--- config.mk ---
export PLATFORM = sky130hd
export DESIGN_NAME = playfair_digraph_cipher_unit
export DESIGN_NICKNAME = d
export VERILOG_FILES = /design/src/hw/rtl/pfc_pkg.sv /design/src/hw/rtl/pfc_ram.sv /design/src/hw/rtl/pfc_ctrl.sv /design/src/hw/rtl/pfc_datapath.sv /design/src/hw/rtl/playfair_digraph_cipher_unit.sv
export SDC_FILE = /design/constraint.sdc
export NUM_CORES = 1
export LEC_CHECK = 0
export ABC_AREA = 1
export BUFFER_PORTS_ARGS = -buffer_cell sky130_fd_sc_hd__buf_2
export CORE_ASPECT_RATIO = 1.4
export CORE_MARGIN = 2
export CORE_UTILIZATION = 56
export DETAILED_ROUTE_END_ITERATION = 10
export GPL_ROUTABILITY_DRIVEN = 0
export GPL_TIMING_DRIVEN = 0
export PLACE_DENSITY = 0.77
export SLEW_MARGIN = 20
export SYNTH_ARGS = -nofsm -noshare
export SYNTH_HDL_FRONTEND = slang
export SYNTH_HIERARCHICAL = 1
export SYNTH_SLANG_ARGS = --single-unit
export TNS_END_PERCENT = 1
--- constraint.sdc ---
create_clock -name clk -period 4.1 [get_ports clk]
set_input_delay 0.82 -clock clk [delete_from_list [all_inputs] [get_ports clk]]
set_output_delay 0.82 -clock clk [all_outputs]
set_load 0.01 [all_outputs]
--- src/hw/rtl/pfc_pkg.sv ---
// Package: Playfair unit types, constants and small lookup functions.
package pfc_pkg;

  localparam int unsigned LETTER_COUNT = 26;
  localparam int unsigned CELL_COUNT   = 25;
  localparam int unsigned SIDE         = 5;

  localparam logic [4:0] LETTER_I = 5'd8;
  localparam logic [4:0] LETTER_J = 5'd9;
  localparam logic [4:0] LETTER_X = 5'd23;
  localparam logic [4:0] LAST_LETTER = 5'(LETTER_COUNT - 1);
  localparam logic [4:0] CELLS = 5'(CELL_COUNT);
  localparam logic [4:0] LETTERS = 5'(LETTER_COUNT);

  localparam logic [1:0] KIND_KEY  = 2'd0;
  localparam logic [1:0] KIND_DONE = 2'd1;
  localparam logic [1:0] KIND_TEXT = 2'd2;
  localparam logic [1:0] KIND_END  = 2'd3;

  localparam logic MODE_ENC = 1'b0;

  typedef enum logic [3:0] {
    ST_IDLE,
    ST_DECODE,
    ST_FILL,
    ST_RD_A,
    ST_RD_B,
    ST_LOOK,
    ST_RD_X,
    ST_RD_Y,
    ST_CAP_Y,
    ST_SEND0,
    ST_SEND1
  } ctl_state_t;

  typedef struct packed {
    logic latch_item;
    logic place;
    logic fill_start;
    logic fill_step;
    logic set_pending;
    logic load_pair;
    logic pair_pad;
    logic pend_keep;
    logic pos_rd_b;
    logic cap_pa;
    logic cap_pb;
    logic sq_rd_y;
    logic cap_x;
    logic cap_y;
    logic load_out;
    logic out_last;
  } pfc_cmd_t;

  typedef struct packed {
    logic [1:0]  kind;
    logic        letter_ok;
    logic        pend_valid;
    logic        same_letter;
    logic        fill_done;
    logic        out_free;
    logic [4:0]  fill_count;
    logic [25:0] used;
  } pfc_stat_t;

  // row of a cell index 0..24
  function automatic logic [2:0] pos_row(input logic [4:0] p);
    logic [2:0] r;
    if (p >= 5'd20)      r = 3'd4;
    else if (p >= 5'd15) r = 3'd3;
    else if (p >= 5'd10) r = 3'd2;
    else if (p >= 5'd5)  r = 3'd1;
    else                 r = 3'd0;
    return r;
  endfunction

  function automatic logic [2:0] pos_col(input logic [4:0] p);
    logic [2:0] r;
    logic [4:0] base;
    r = pos_row(p);
    base = ({2'b00, r} << 2) + {2'b00, r};
    return 3'(p - base);
  endfunction

  // step one place around a row or column, forward or back
  function automatic logic [2:0] wrap_step(input logic [2:0] v, input logic back);
    logic [2:0] r;
    if (back) r = (v == 3'd0) ? 3'(SIDE - 1) : v - 3'd1;
    else      r = (v == 3'(SIDE - 1)) ? 3'd0 : v + 3'd1;
    return r;
  endfunction

  function automatic logic [4:0] cell_index(input logic [2:0] row, input logic [2:0] col);
    return ({2'b00, row} << 2) + {2'b00, row} + {2'b00, col};
  endfunction

endpackage

--- src/hw/rtl/pfc_ram.sv ---
// Generic single-write, single-read RAM with registered read data.
module pfc_ram #(
  parameter int unsigned WIDTH = 8,
  parameter int unsigned DEPTH = 32
) (
  input  logic                     clk,
  input  logic                     we,
  input  logic [$clog2(DEPTH)-1:0] waddr,
  input  logic [WIDTH-1:0]         wdata,
  input  logic [$clog2(DEPTH)-1:0] raddr,
  output logic [WIDTH-1:0]         rdata
);

  logic [WIDTH-1:0] mem [DEPTH];

  always_ff @(posedge clk) begin
    if (we) begin
      mem[waddr] <= wdata;
    end
    rdata <= mem[raddr];
  end

endmodule

--- src/hw/rtl/pfc_ctrl.sv ---
// Controller state machine for the Playfair unit.
module pfc_ctrl import pfc_pkg::*; (
  input  logic      clk,
  input  logic      rst,
  input  logic      accept,
  input  logic      mode,
  input  pfc_stat_t stat,
  output pfc_cmd_t  cmd,
  output logic      idle
);

  ctl_state_t state, state_next;
  logic doubled;

  assign doubled = (mode == MODE_ENC) && stat.same_letter;

  always_ff @(posedge clk) begin
    if (rst) begin
      state <= ST_IDLE;
    end else begin
      state <= state_next;
    end
  end

  always_comb begin
    state_next = state;
    case (state)
      ST_IDLE: begin
        if (accept) state_next = ST_DECODE;
      end
      ST_DECODE: begin
        case (stat.kind)
          KIND_KEY:  state_next = ST_IDLE;
          KIND_DONE: state_next = ST_FILL;
          KIND_TEXT: begin
            if (stat.letter_ok && stat.pend_valid) state_next = ST_RD_A;
            else state_next = ST_IDLE;
          end
          KIND_END: begin
            state_next = stat.pend_valid ? ST_RD_A : ST_IDLE;
          end
          default: state_next = ST_IDLE;
        endcase
      end
      ST_FILL: begin
        if (stat.fill_done) state_next = ST_IDLE;
      end
      ST_RD_A:  state_next = ST_RD_B;
      ST_RD_B:  state_next = ST_LOOK;
      ST_LOOK:  state_next = ST_RD_X;
      ST_RD_X:  state_next = ST_RD_Y;
      ST_RD_Y:  state_next = ST_CAP_Y;
      ST_CAP_Y: state_next = ST_SEND0;
      ST_SEND0: begin
        if (stat.out_free) state_next = ST_SEND1;
      end
      ST_SEND1: begin
        if (stat.out_free) state_next = ST_IDLE;
      end
      default: state_next = ST_IDLE;
    endcase
  end

  always_comb begin
    cmd  = '0;
    idle = 1'b0;
    case (state)
      ST_IDLE: begin
        idle = 1'b1;
        cmd.latch_item = accept;
      end
      ST_DECODE: begin
        case (stat.kind)
          KIND_KEY:  cmd.place = 1'b1;
          KIND_DONE: cmd.fill_start = 1'b1;
          KIND_TEXT: begin
            if (stat.letter_ok) begin
              if (!stat.pend_valid) begin
                cmd.set_pending = 1'b1;
              end else begin
                cmd.load_pair = 1'b1;
                cmd.pair_pad  = doubled;
                cmd.pend_keep = doubled;
              end
            end
          end
          KIND_END: begin
            cmd.load_pair = stat.pend_valid;
            cmd.pair_pad  = 1'b1;
          end
          default: cmd = '0;
        endcase
      end
      ST_FILL:  cmd.fill_step = 1'b1;
      ST_RD_A:  cmd.pos_rd_b = 1'b0;
      ST_RD_B: begin
        cmd.pos_rd_b = 1'b1;
        cmd.cap_pa   = 1'b1;
      end
      ST_LOOK:  cmd.cap_pb = 1'b1;
      ST_RD_X:  cmd.sq_rd_y = 1'b0;
      ST_RD_Y: begin
        cmd.sq_rd_y = 1'b1;
        cmd.cap_x   = 1'b1;
      end
      ST_CAP_Y: begin
        cmd.sq_rd_y = 1'b1;
        cmd.cap_y   = 1'b1;
      end
      ST_SEND0: cmd.load_out = stat.out_free;
      ST_SEND1: begin
        cmd.load_out = stat.out_free;
        cmd.out_last = 1'b1;
      end
      default: cmd = '0;
    endcase
  end

endmodule

--- src/hw/rtl/pfc_datapath.sv ---
// Datapath: key square and position memories, pending letter, digraph rules, output register.
module pfc_datapath import pfc_pkg::*; (
  input  logic      clk,
  input  logic      rst,
  input  pfc_cmd_t  cmd,
  input  logic      mode,
  input  logic [1:0] kind,
  input  logic [4:0] letter,
  input  logic      out_stall,
  output pfc_stat_t stat,
  output logic      out_valid,
  output logic [4:0] out_letter,
  output logic      last
);

  logic [1:0]  kind_q;
  logic [4:0]  letter_q;
  logic [25:0] used;
  logic [4:0]  fill_count;
  logic [4:0]  fill_c;
  logic        pend_valid;
  logic [4:0]  pend_letter;
  logic [4:0]  a_q, b_q, pa, pb, x_q, y_q;

  logic        letter_ok;
  logic        place_go, place_ok;
  logic [4:0]  place_v;
  logic [4:0]  pos_raddr, pos_rdata;
  logic [4:0]  sq_raddr, sq_rdata;
  logic [2:0]  r1, c1, r2, c2;
  logic [4:0]  x_idx, y_idx;
  logic        out_free;

  assign letter_ok = letter_q < LETTERS;

  assign place_v  = cmd.fill_step ? fill_c : letter_q;
  assign place_go = (cmd.place && letter_ok) || (cmd.fill_step && fill_c != LETTER_J);
  assign place_ok = place_go && !used[place_v] && (fill_count < CELLS);

  assign pos_raddr = cmd.pos_rd_b ? b_q : a_q;

  pfc_ram #(.WIDTH(5), .DEPTH(LETTER_COUNT)) u_pos_ram (
    .clk   (clk),
    .we    (place_ok),
    .waddr (place_v),
    .wdata (fill_count),
    .raddr (pos_raddr),
    .rdata (pos_rdata)
  );

  pfc_ram #(.WIDTH(5), .DEPTH(CELL_COUNT)) u_sq_ram (
    .clk   (clk),
    .we    (place_ok),
    .waddr (fill_count),
    .wdata (place_v),
    .raddr (sq_raddr),
    .rdata (sq_rdata)
  );

  // digraph rules on the two cell positions
  always_comb begin
    r1 = pos_row(pa);
    c1 = pos_col(pa);
    r2 = pos_row(pb);
    c2 = pos_col(pb);
    if (r1 == r2) begin
      x_idx = cell_index(r1, wrap_step(c1, mode));
      y_idx = cell_index(r2, wrap_step(c2, mode));
    end else if (c1 == c2) begin
      x_idx = cell_index(wrap_step(r1, mode), c1);
      y_idx = cell_index(wrap_step(r2, mode), c2);
    end else begin
      x_idx = cell_index(r1, c2);
      y_idx = cell_index(r2, c1);
    end
  end

  assign sq_raddr = cmd.sq_rd_y ? y_idx : x_idx;
  assign out_free = !out_valid || !out_stall;

  always_ff @(posedge clk) begin
    if (rst) begin
      used        <= '0;
      fill_count  <= '0;
      fill_c      <= '0;
      pend_valid  <= 1'b0;
      pend_letter <= '0;
      out_valid   <= 1'b0;
    end else begin
      if (place_ok) begin
        used[place_v] <= 1'b1;
        fill_count    <= fill_count + 5'd1;
      end
      if (cmd.fill_start)     fill_c <= '0;
      else if (cmd.fill_step) fill_c <= fill_c + 5'd1;
      if (cmd.set_pending) begin
        pend_valid  <= 1'b1;
        pend_letter <= letter_q;
      end else if (cmd.load_pair) begin
        if (cmd.pend_keep) begin
          pend_letter <= letter_q;
        end else begin
          pend_valid  <= 1'b0;
          pend_letter <= '0;
        end
      end
      if (cmd.load_out)      out_valid <= 1'b1;
      else if (!out_stall)   out_valid <= 1'b0;
    end
  end

  always_ff @(posedge clk) begin
    if (cmd.latch_item) begin
      kind_q   <= kind;
      letter_q <= (letter == LETTER_J) ? LETTER_I : letter;
    end
    if (cmd.load_pair) begin
      a_q <= pend_letter;
      b_q <= cmd.pair_pad ? LETTER_X : letter_q;
    end
    // letters not yet placed sit at cell 0
    if (cmd.cap_pa) pa <= used[a_q] ? pos_rdata : '0;
    if (cmd.cap_pb) pb <= used[b_q] ? pos_rdata : '0;
    // unfilled cells read as letter 0
    if (cmd.cap_x)  x_q <= (x_idx < fill_count) ? sq_rdata : '0;
    if (cmd.cap_y)  y_q <= (y_idx < fill_count) ? sq_rdata : '0;
    if (cmd.load_out) begin
      out_letter <= cmd.out_last ? y_q : x_q;
      last       <= cmd.out_last;
    end
  end

  always_comb begin
    stat.kind        = kind_q;
    stat.letter_ok   = letter_ok;
    stat.pend_valid  = pend_valid;
    stat.same_letter = letter_q == pend_letter;
    stat.fill_done   = fill_c == LAST_LETTER;
    stat.out_free    = out_free;
    stat.fill_count  = fill_count;
    stat.used        = used;
  end

endmodule

--- src/hw/rtl/playfair_digraph_cipher_unit.sv ---
// Top level of the Playfair digraph cipher unit.
// Input words (kind, letter) arrive on in_valid/in_stall; result words
// (out_letter, last) leave on out_valid/out_stall. A word moves on a clock edge
// with valid high and stall low. Mode (0 encrypt, 1 decrypt) is written over
// the APB port at address 0 by the user while idle; the unit does not enforce it.
// One item is in work at a time; in_stall is low only when the controller idles.
// Steps per item, from accept back to idle:
//   key letter, dropped text letter, first letter of a pair: decode
//   key done: fill, one alphabet letter tried per cycle, 26 steps
//   digraph: two position memory reads, two key square reads, two sends;
//   the first result word is loaded in ST_SEND0, the second in ST_SEND1.
// A single output register holds each word; a stalled receiver holds the word
// there and the controller waits before loading the next one. A new item may be
// accepted while the second word of a digraph still waits in that register.
// Reset (synchronous, rst high) empties the key square, the pending letter and
// the output register and sets encrypt mode. The memories need no clearing:
// a fill count and a letter-used bit per letter mark their valid entries.
module playfair_digraph_cipher_unit import pfc_pkg::*; (
  input  logic        clk,
  input  logic        rst,
  input  logic        in_valid,
  output logic        in_stall,
  input  logic [1:0]  kind,
  input  logic [4:0]  letter,
  output logic        out_valid,
  input  logic        out_stall,
  output logic [4:0]  out_letter,
  output logic        last,
  input  logic        psel,
  input  logic        penable,
  input  logic        pwrite,
  input  logic [2:0]  paddr,
  input  logic [31:0] pwdata,
  output logic [31:0] prdata,
  output logic        pready
);

  pfc_cmd_t  cmd;
  pfc_stat_t stat;
  logic      idle;
  logic      accept;
  logic      mode;

  assign in_stall = !idle;
  assign accept   = in_valid && !in_stall;
  assign pready   = 1'b1;
  assign prdata   = paddr[2] ? 32'd0 : {31'd0, mode};

  always_ff @(posedge clk) begin
    if (rst) begin
      mode <= MODE_ENC;
    end else if (psel && penable && pwrite && !paddr[2]) begin
      mode <= pwdata[0];
    end
  end

  pfc_ctrl u_ctrl (
    .clk    (clk),
    .rst    (rst),
    .accept (accept),
    .mode   (mode),
    .stat   (stat),
    .cmd    (cmd),
    .idle   (idle)
  );

  pfc_datapath u_dp (
    .clk        (clk),
    .rst        (rst),
    .cmd        (cmd),
    .mode       (mode),
    .kind       (kind),
    .letter     (letter),
    .out_stall  (out_stall),
    .stat       (stat),
    .out_valid  (out_valid),
    .out_letter (out_letter),
    .last       (last)
  );

  a_used_matches_fill: assert property (@(posedge clk) disable iff (rst)
    $countones(stat.used) == stat.fill_count)
    else $error("letter-used bits disagree with fill count");

  a_fill_bound: assert property (@(posedge clk) disable iff (rst)
    stat.fill_count <= CELLS)
    else $error("key square overfilled");

  a_busy_after_accept: assert property (@(posedge clk) disable iff (rst)
    accept |=> in_stall)
    else $error("accepted item not held busy");

  a_second_word: assert property (@(posedge clk) disable iff (rst)
    (cmd.load_out && cmd.out_last) |=> (out_valid && last))
    else $error("second digraph word not presented");

endmodule
# Word-level counts from Yosys, hierarchy flattened
# Memory sizes are Yosys's and may differ from the RTL's. A register that Yosys moved wholly into a read port is not among the register bits.
# Cells that the tools add are included.
# totals
inputBits	49
romBits	0
wordCells	200
latchBits	0
mem_count	2
ramBits	255
reg_bits	91
output_inout_bits	41
# op_classes
n_addsub	22
multipliers	0
magnitude_cmp	16
div	0
n_reduce_logical	30
n_mux	81
n_shift	0
n_bitwise	2
eq_ne	29
# memory_table
memory	depth	word_bits	read_ports	rd_ports_with_merged_regs	write_ports	line	text
u_dp.u_pos_ram.mem	26	5	1	1	1	pfc_ram.sv:14	logic [WIDTH-1:0] mem [DEPTH];
u_dp.u_sq_ram.mem	25	5	1	1	1	pfc_ram.sv:14	
# op_table
cell	count
$mux 3	24
$mux 5	11
$add 5x3->5	10
$pmux 4 s11	1
$mux 1	29
$or 26x26->26	1
$mux 4	6
$ge 5x4->1 const B	4
$lt 5x6->1 const B	3
$eq 4x3->1 const B	4
$pmux 4 s4	1
$bmux 1 s5	3
$add 3x1->3 const B	4
$eq 3x3->1 const B	4
$eq 4x4->1 const B	3
$logic_not 3->1	4
$sub 3x1->3 const B	4
$logic_and 1x1->1	11
$add 5x1->5 const B	2
$ge 5x3->1 const B	2
$ge 5x5->1 const B	2
$lt 5x5->1	2
$lt 5x5->1 const B	2
$eq 4x2->1 const B	2
other kinds (24)	41

# Longest topological paths before layout
# logic_depth
ltp_word	15
mapped_depth	33
ltp_nobuf	32

# Modules after synthesis
# The synthesis kept the hierarchy.
# modules_own_cells
mod	cells_each	seq_area_each_um2	n_inst	area_each_um2
pfc_datapath	789	2152.1	1	6089.6
pfc_ram at u_dp.u_pos_ram	516	4003.8	1	5662.9
pfc_ram at u_dp.u_sq_ram	528	3853.7	1	5556.6
pfc_ctrl	89	80.1	1	485.5
playfair_digraph_cipher_unit	50	20.0	1	329.1

# Least setup slack after synthesis
# OpenSTA, ideal clock, no wires.
# synth_timing
kind	register to register
start	register u_dp.pa[2]
end	register u_dp.u_sq_ram.rdata[3], read port of u_dp.u_sq_ram.mem
setup_slack_ns	-0.423
required_time_ns	3.987
t_arrival_ns	4.411
synth_period_minus_slack_ns	4.523
setup_ns	0.113
n_path_buf	1
path_stages_with_launch	29
path_cell_list	edfxtp_1 > nor2_1 > nand2_1 > nand2_1 > nand2_1 > nand2_2 > nand2_1 > inv_1 > ha_1 > inv_1 > fa_1 > xor2_1 > inv_1 > nand3_1 > nand2_2 > fa_1 > inv_1 > fa_1 > xnor2_1 > o21ai_0 > nand2_1 > o21ai_0 > o21ai_0 > inv_1 > clkbuf_1 > nand3_1 > nand2_1 > nand2_1 > nand2_1
# synth_via
elab_chain_cells	15
elab_cells_between_ends	39
cone_classes	add/sub (11); order compare (4); eq/ne (4); mux (18); reduce/logical (2)
# synth_rtl
item	line	text
from (decl)	pfc_datapath.sv:23	logic [4:0] a_q, b_q, pa, pb, x_q, y_q;
from (signal assigned)	pfc_datapath.sv:122	if (cmd.cap_pa) pa <= used[a_q] ? pos_rdata : '0;
parallel branches: the longest is 14 deep, another holds $ge 5x3->1	--	
$mux 5 (*)	pfc_datapath.sv:78	assign sq_raddr = cmd.sq_rd_y ? y_idx : x_idx;
net u_dp.sq_raddr[3]	pfc_datapath.sv:29	logic [4:0] sq_raddr, sq_rdata;
to (decl)	pfc_ram.sv:11	output logic [WIDTH-1:0] rdata
# Mark *: on every way through the listed nets, which the timed path passes. The select of a mux whose other input is x is not followed.
# A chain may end at the register's enable or synchronous reset.

# Worst setup path in the final report
# layout_timing
start	register u_dp.pa[3]
end	register u_dp.x_q[1], data pin
# layout_via
elab_chain_cells	15
elab_cells_between_ends	36
cone_classes	add/sub (10); order compare (5); eq/ne (4); mux (15); reduce/logical (2)
# layout_rtl
item	line	text
$ge 5x3->1	pfc_pkg.sv:72	else if (p >= 5'd5) r = 3'd1;
$mux 1	pfc_pkg.sv:72	
$mux 2	pfc_pkg.sv:71	else if (p >= 5'd10) r = 3'd2;
$mux 3	pfc_pkg.sv:70	else if (p >= 5'd15) r = 3'd3;
$mux 3 (*)	pfc_pkg.sv:69	if (p >= 5'd20) r = 3'd4;
parallel branches: the longest is 8 deep, another holds $add 5x3->5	--	
$mux 5 (*)	pfc_datapath.sv:66	if (r1 == r2) begin
$lt 5x5->1 (*)	pfc_datapath.sv:125	if (cmd.cap_x) x_q <= (x_idx < fill_count) ? sq_rdata : '0;
to (signal assigned)	pfc_datapath.sv:125	
to (decl)	pfc_datapath.sv:23	
# Mark *: on every way between the ends. The select of a mux whose other input is x is not followed.

==> metrics.md <==
| Metric | Value |
|---|---|
| Capturing element of the worst setup path | u_dp/x_q[1] |
| Post-route setup slack | -0.5991 ns |
| Area fraction of the dominant cell type after synthesis | 49.38% |
| Count of synthesis-stage warnings from yosys | 6 |
| Footprint of the flip-flops and latches | 10120 sq um |
| Remaining routing DRC violations | 0 |
| Final clock skew | 0.02192 ns |
| Family with the most delay on the worst path | adder cells |
| Proportion of register bits with asynchronous set or reset after synthesis | 0% |
| Violated checks | setup timing |
| Number of enable flip-flop cells after synthesis | 298 |
| Cell total after placement | 2424 |
| Number of levels in the clock H-tree | 2 |
| Slowest stage cell, crit path | sky130_fd_sc_hd__fa_1 |
| Clock slew at reported path FFs | 0.06 ns |
| Wire length reported by the detailed router | 46570 microns |
| Global routing met2 resource utilization | 49.47% |
| Number of filler cells placed in the layout | 2316 |
| Vias in the first global route | 14264 |
| Number of vias per cell after detailed routing | 5.823 |
| Maximum net fanout on the critical path | 5 |
| Switching power as a share of total power | 34.41% |
| Diodes inserted | 0 |
| Least-Margin Pin Slew | 0.9293 ns |
| Largest registers | u_dp/u_pos_ram/mem: 130 flops, u_dp/u_sq_ram/mem: 125 flops, u_dp/used: 26 flops |
| Netlist area before placement | 18120 sq um |
| Final setup viols | 15 |
| Worst reg2reg path endpoint | u_dp/x_q[1] |
| Met3 Track Usage GR | 4.082% |
| Top flip-flop cell by instance count after synthesis | sky130_fd_sc_hd__edfxtp_1 |
| Total of max-cap violations | 0 |
| Antenna viol nets, final | 0 |
| Number of clock sinks | 356 |
| Peak-usage layer in the global routing report | met2 |
| Internal power | 7.207 mW |
| Proportion of power drawn by flip-flops and latches | 40.6% |
| Dpl cell area | 18990 sq um |
| Stages on the worst setup path | 29 |
| First-pass iteration count of the detailed router | 9 |
| WL/cell | 18.39 microns |
| Highest clock rate | 212.8 MHz |
| First-pass GRT wire length | 72020 microns |
| CTS Buf Count | 35 |
| Critical Path Start | u_dp/pa[3] |
| Initial standard-cell utilization of the core | 57.18% |
| Beginning of the worst register-to-register path | u_dp/pa[3] |
| Mean instance size in the synthesized netlist | 9.190 sq um |
| CTS tree | built |
| Source-to-sink clock delay at the later pin of the worst-skew pair | 0.54 ns |
| Fin. max-slew vios | 0 |
| Switching power summed over all nets | 3.781 mW |
| Final cycle utilization of the critical path | 114.6% |
| Via count of the routed design | 14749 |
| Buffers & Inverters on Critical Path | 5 |
| Data arrival, critical path | 4.97 ns |
| Synthesized instance count | 1972 |
| HPWL after DPL | 30710 microns |
| Largest register FFs | 130 |
| Static leakage | 8.665 nW |
| Most area-hungry cell type in the Yosys netlist | sky130_fd_sc_hd__edfxtp_1 |
| Distinct cell type count of the synthesized netlist | 52 |
| Proportion of power drawn by the clock network | 28.7% |
| Hold Vio Cnt, Final | 0 |
| Count of placed standard cells in the final layout, fillers left out | 2533 |
| Global router's overall resource usage | 27.10% |
| Grt met1 use | 29.73% |
| Number of nets in the finished design | 2216 |
| Outcome | complete, but fails checks |
| Worst voltage drop across the vdd grid | 480.1 uV |
| # hold bufs at CTS | 0 |
| Width of the chip | 156.0 microns |
| Top register by number of flip-flops | u_dp/u_pos_ram/mem |
| Crit end category | flip-flop |
| Setup repair after global routing missed its margin | true |
| Length in cells of the worst reg-to-reg path | 29 |
| Worst hold slack | 0.4723 ns |
| Register bit total from synthesis | 356 |
| Pwr Density | 519.6 nW/um^2 |
| Crit path largest cell delay | 0.53 ns |
| Minimum period implied by the final worst setup slack | 4.699 ns |
| Sequential element share of the synthesized area | 55.78% |
| # rows | 77 |
| Setup Slack @ Placement | -1.241 ns |
| Share of final-layout standard cells stronger than drive strength 1 | 20.91% |
| Required time of the worst setup path | 4.37 ns |
| Normalized max-slew margin | 38.05% |
| Leading post-synthesis cells by cell area | sky130_fd_sc_hd__edfxtp_1, sky130_fd_sc_hd__nand2_1, sky130_fd_sc_hd__nand3_1 |
| Combinational power share | 30.7% |
| Combined area of the multi-input logic cells | 7088 sq um |
| Register-to-register setup slack | -0.60 ns |
| Antenna violations before repair | 0 |
| Worst-case clock buffer depth | 3 |
| Number of I/O pins | 90 |
| Final Core Density | 66.72% |
| Core region area | 31700 sq um |
| Total overflow reported by the global router | 0 |
| CTS Root Buffer Type | sky130_fd_sc_hd__clkbuf_16 |
| Die footprint | 33840 sq um |
| Design Area, Final | 21150 sq um |
| Drt first-iter violations | 1336 |
| Startpoint class of the critical path | flip-flop |
| Y dimension of the die | 216.9 microns |
| Hold Path Class | primary input to flip-flop |
| Number of port buffers | 24 |
| Area growth from synthesis to layout | 16.69% |
| Kind of critical path | flip-flop to flip-flop |
| Pin count of the biggest net entering global routing | 37 |
-- routing by layer --
| layer | up-vias | wire length [microns] |
|---|---|---|
| met1 | 6943 | 16330 |
| met3 | 233 | 3281 |
| met5 | - | 0 |
| met4 | 0 | 2835 |
| li1 | 6778 | - |
| met2 | 795 | 24120 |
-- power groups by stage --
| stage | logic, mW | registers [mW] | clock network, mW |
|---|---|---|---|
| detailed placement | 2.78 | 4.54 | 0 |
| global route | 3.62 | 4.48 | 3.34 |
| global placement | 2.60 | 4.58 | 0 |
| CTS | 3.11 | 4.46 | 3.18 |
| floorplan | 1.88 | 4.50 | 0 |
| finish | 3.38 | 4.46 | 3.15 |
-- synth_stat cells, drive strengths merged (8+ instances only) --
cell type / instances
buf: 84
inv: 260
dfxtp: 58
or2: 11
nand4: 27
nand3: 245
o21ai: 84
fa: 10
nor2: 155
xnor2: 12
a21oi: 81
ha: 44
clkbuf: 25
xor2: 11
nand2: 500
edfxtp: 298
nor3: 8
-- logic make-up (layout without fill, tap and decap cells) --
logic type               Yosys count  after routing  synth area share, %
AND/OR/NAND/NOR                  954            954                22.72
buffers and inverters            369            505                9.334
flip-flops                       356            356                55.78
AO/OA/AOI/OAI                    208            208                6.503
adder cells (fa/ha/maj)           54             54                4.142
XOR/XNOR                          23             23                1.111
multiplexers                       6              6               0.3659
other                              2             32              0.04144
-- worst min-delay path by stage --
stage                        start  cells after the start  slack, ns             end
2_1_floorplan  u_dp/pend_letter[1]                      0       0.44     u_dp/a_q[1]
3_3_place_gp        u_dp/out_valid                      2       0.47  u_dp/out_valid
3_5_place_dp   u_dp/pend_letter[1]                      0       0.47     u_dp/a_q[1]
4_1_cts                    kind[1]                      1       0.46  u_dp/kind_q[1]
5_1_grt                    kind[0]                      1       0.46  u_dp/kind_q[0]
6_report                   kind[1]                      1       0.47  u_dp/kind_q[1]
-- cell type report --
cell class | count | area share [%]
Sequential cell | 356 | 47.83
Multi-Input combinational cell | 1277 | 33.52
Inverter | 260 | 4.745
Clock buffer | 39 | 4.313
Buffer | 109 | 3.650
Timing Repair Buffer | 73 | 2.568
Tap cell | 395 | 2.337
Clock inverter | 23 | 1.012
Timing Repair inverter | 1 | 0.02367
-- what timing repair did --
item	CTS	global route
pin swaps	58	37
setup buffers	40	5
gates resized for setup	108	78
gates cloned	2	0
endpoints found under the setup margin	272	270
-- worst register-to-register path: cells and delay by family (launching register included) --
family                   cells  cell delay, ns
flip-flops                   1            0.46
buffers and inverters        5            0.32
XOR/XNOR                     2            0.35
adder cells (fa/ha/maj)      5            1.61
AND/OR/NAND/NOR             16            1.57
AO/OA/AOI/OAI                1            0.18
-- cell usage in the layout, fill, tap and decap left out, types with 7 or more instances in the layout --
cell type,n
sky130_fd_sc_hd__buf_4,84
sky130_fd_sc_hd__nor2_1,104
sky130_fd_sc_hd__or2_2,7
sky130_fd_sc_hd__ha_4,11
sky130_fd_sc_hd__nor2_2,48
sky130_fd_sc_hd__buf_6,25
sky130_fd_sc_hd__o21ai_0,56
sky130_fd_sc_hd__nor3_1,7
sky130_fd_sc_hd__o22ai_1,7
sky130_fd_sc_hd__a21oi_2,11
sky130_fd_sc_hd__nand3_1,224
sky130_fd_sc_hd__buf_2,43
sky130_fd_sc_hd__nand3_2,21
sky130_fd_sc_hd__o21ai_1,14
sky130_fd_sc_hd__nand2_4,8
sky130_fd_sc_hd__a21oi_1,70
sky130_fd_sc_hd__clkbuf_1,24
sky130_fd_sc_hd__o21ai_2,10
sky130_fd_sc_hd__nand4_1,27
sky130_fd_sc_hd__nand2_2,27
sky130_fd_sc_hd__clkinv_1,7
sky130_fd_sc_hd__inv_2,41
sky130_fd_sc_hd__xnor2_1,9
sky130_fd_sc_hd__inv_1,211
sky130_fd_sc_hd__xor2_1,8
sky130_fd_sc_hd__conb_1,32
sky130_fd_sc_hd__edfxtp_1,298
sky130_fd_sc_hd__nand2_1,465
sky130_fd_sc_hd__clkinvlp_4,7
sky130_fd_sc_hd__clkbuf_16,36
sky130_fd_sc_hd__ha_1,30
sky130_fd_sc_hd__dfxtp_1,53
-- per-stage QoR --
stage,setup TNS [ns],total power [mW]
CTS,-9.580,10.76
finish,-7.696,10.99
floorplan,-3.465,6.376
global placement,-174.63,7.184
global route,-18.27,11.43
detailed placement,-187.01,7.323
(Power assumes the default switching activity.)
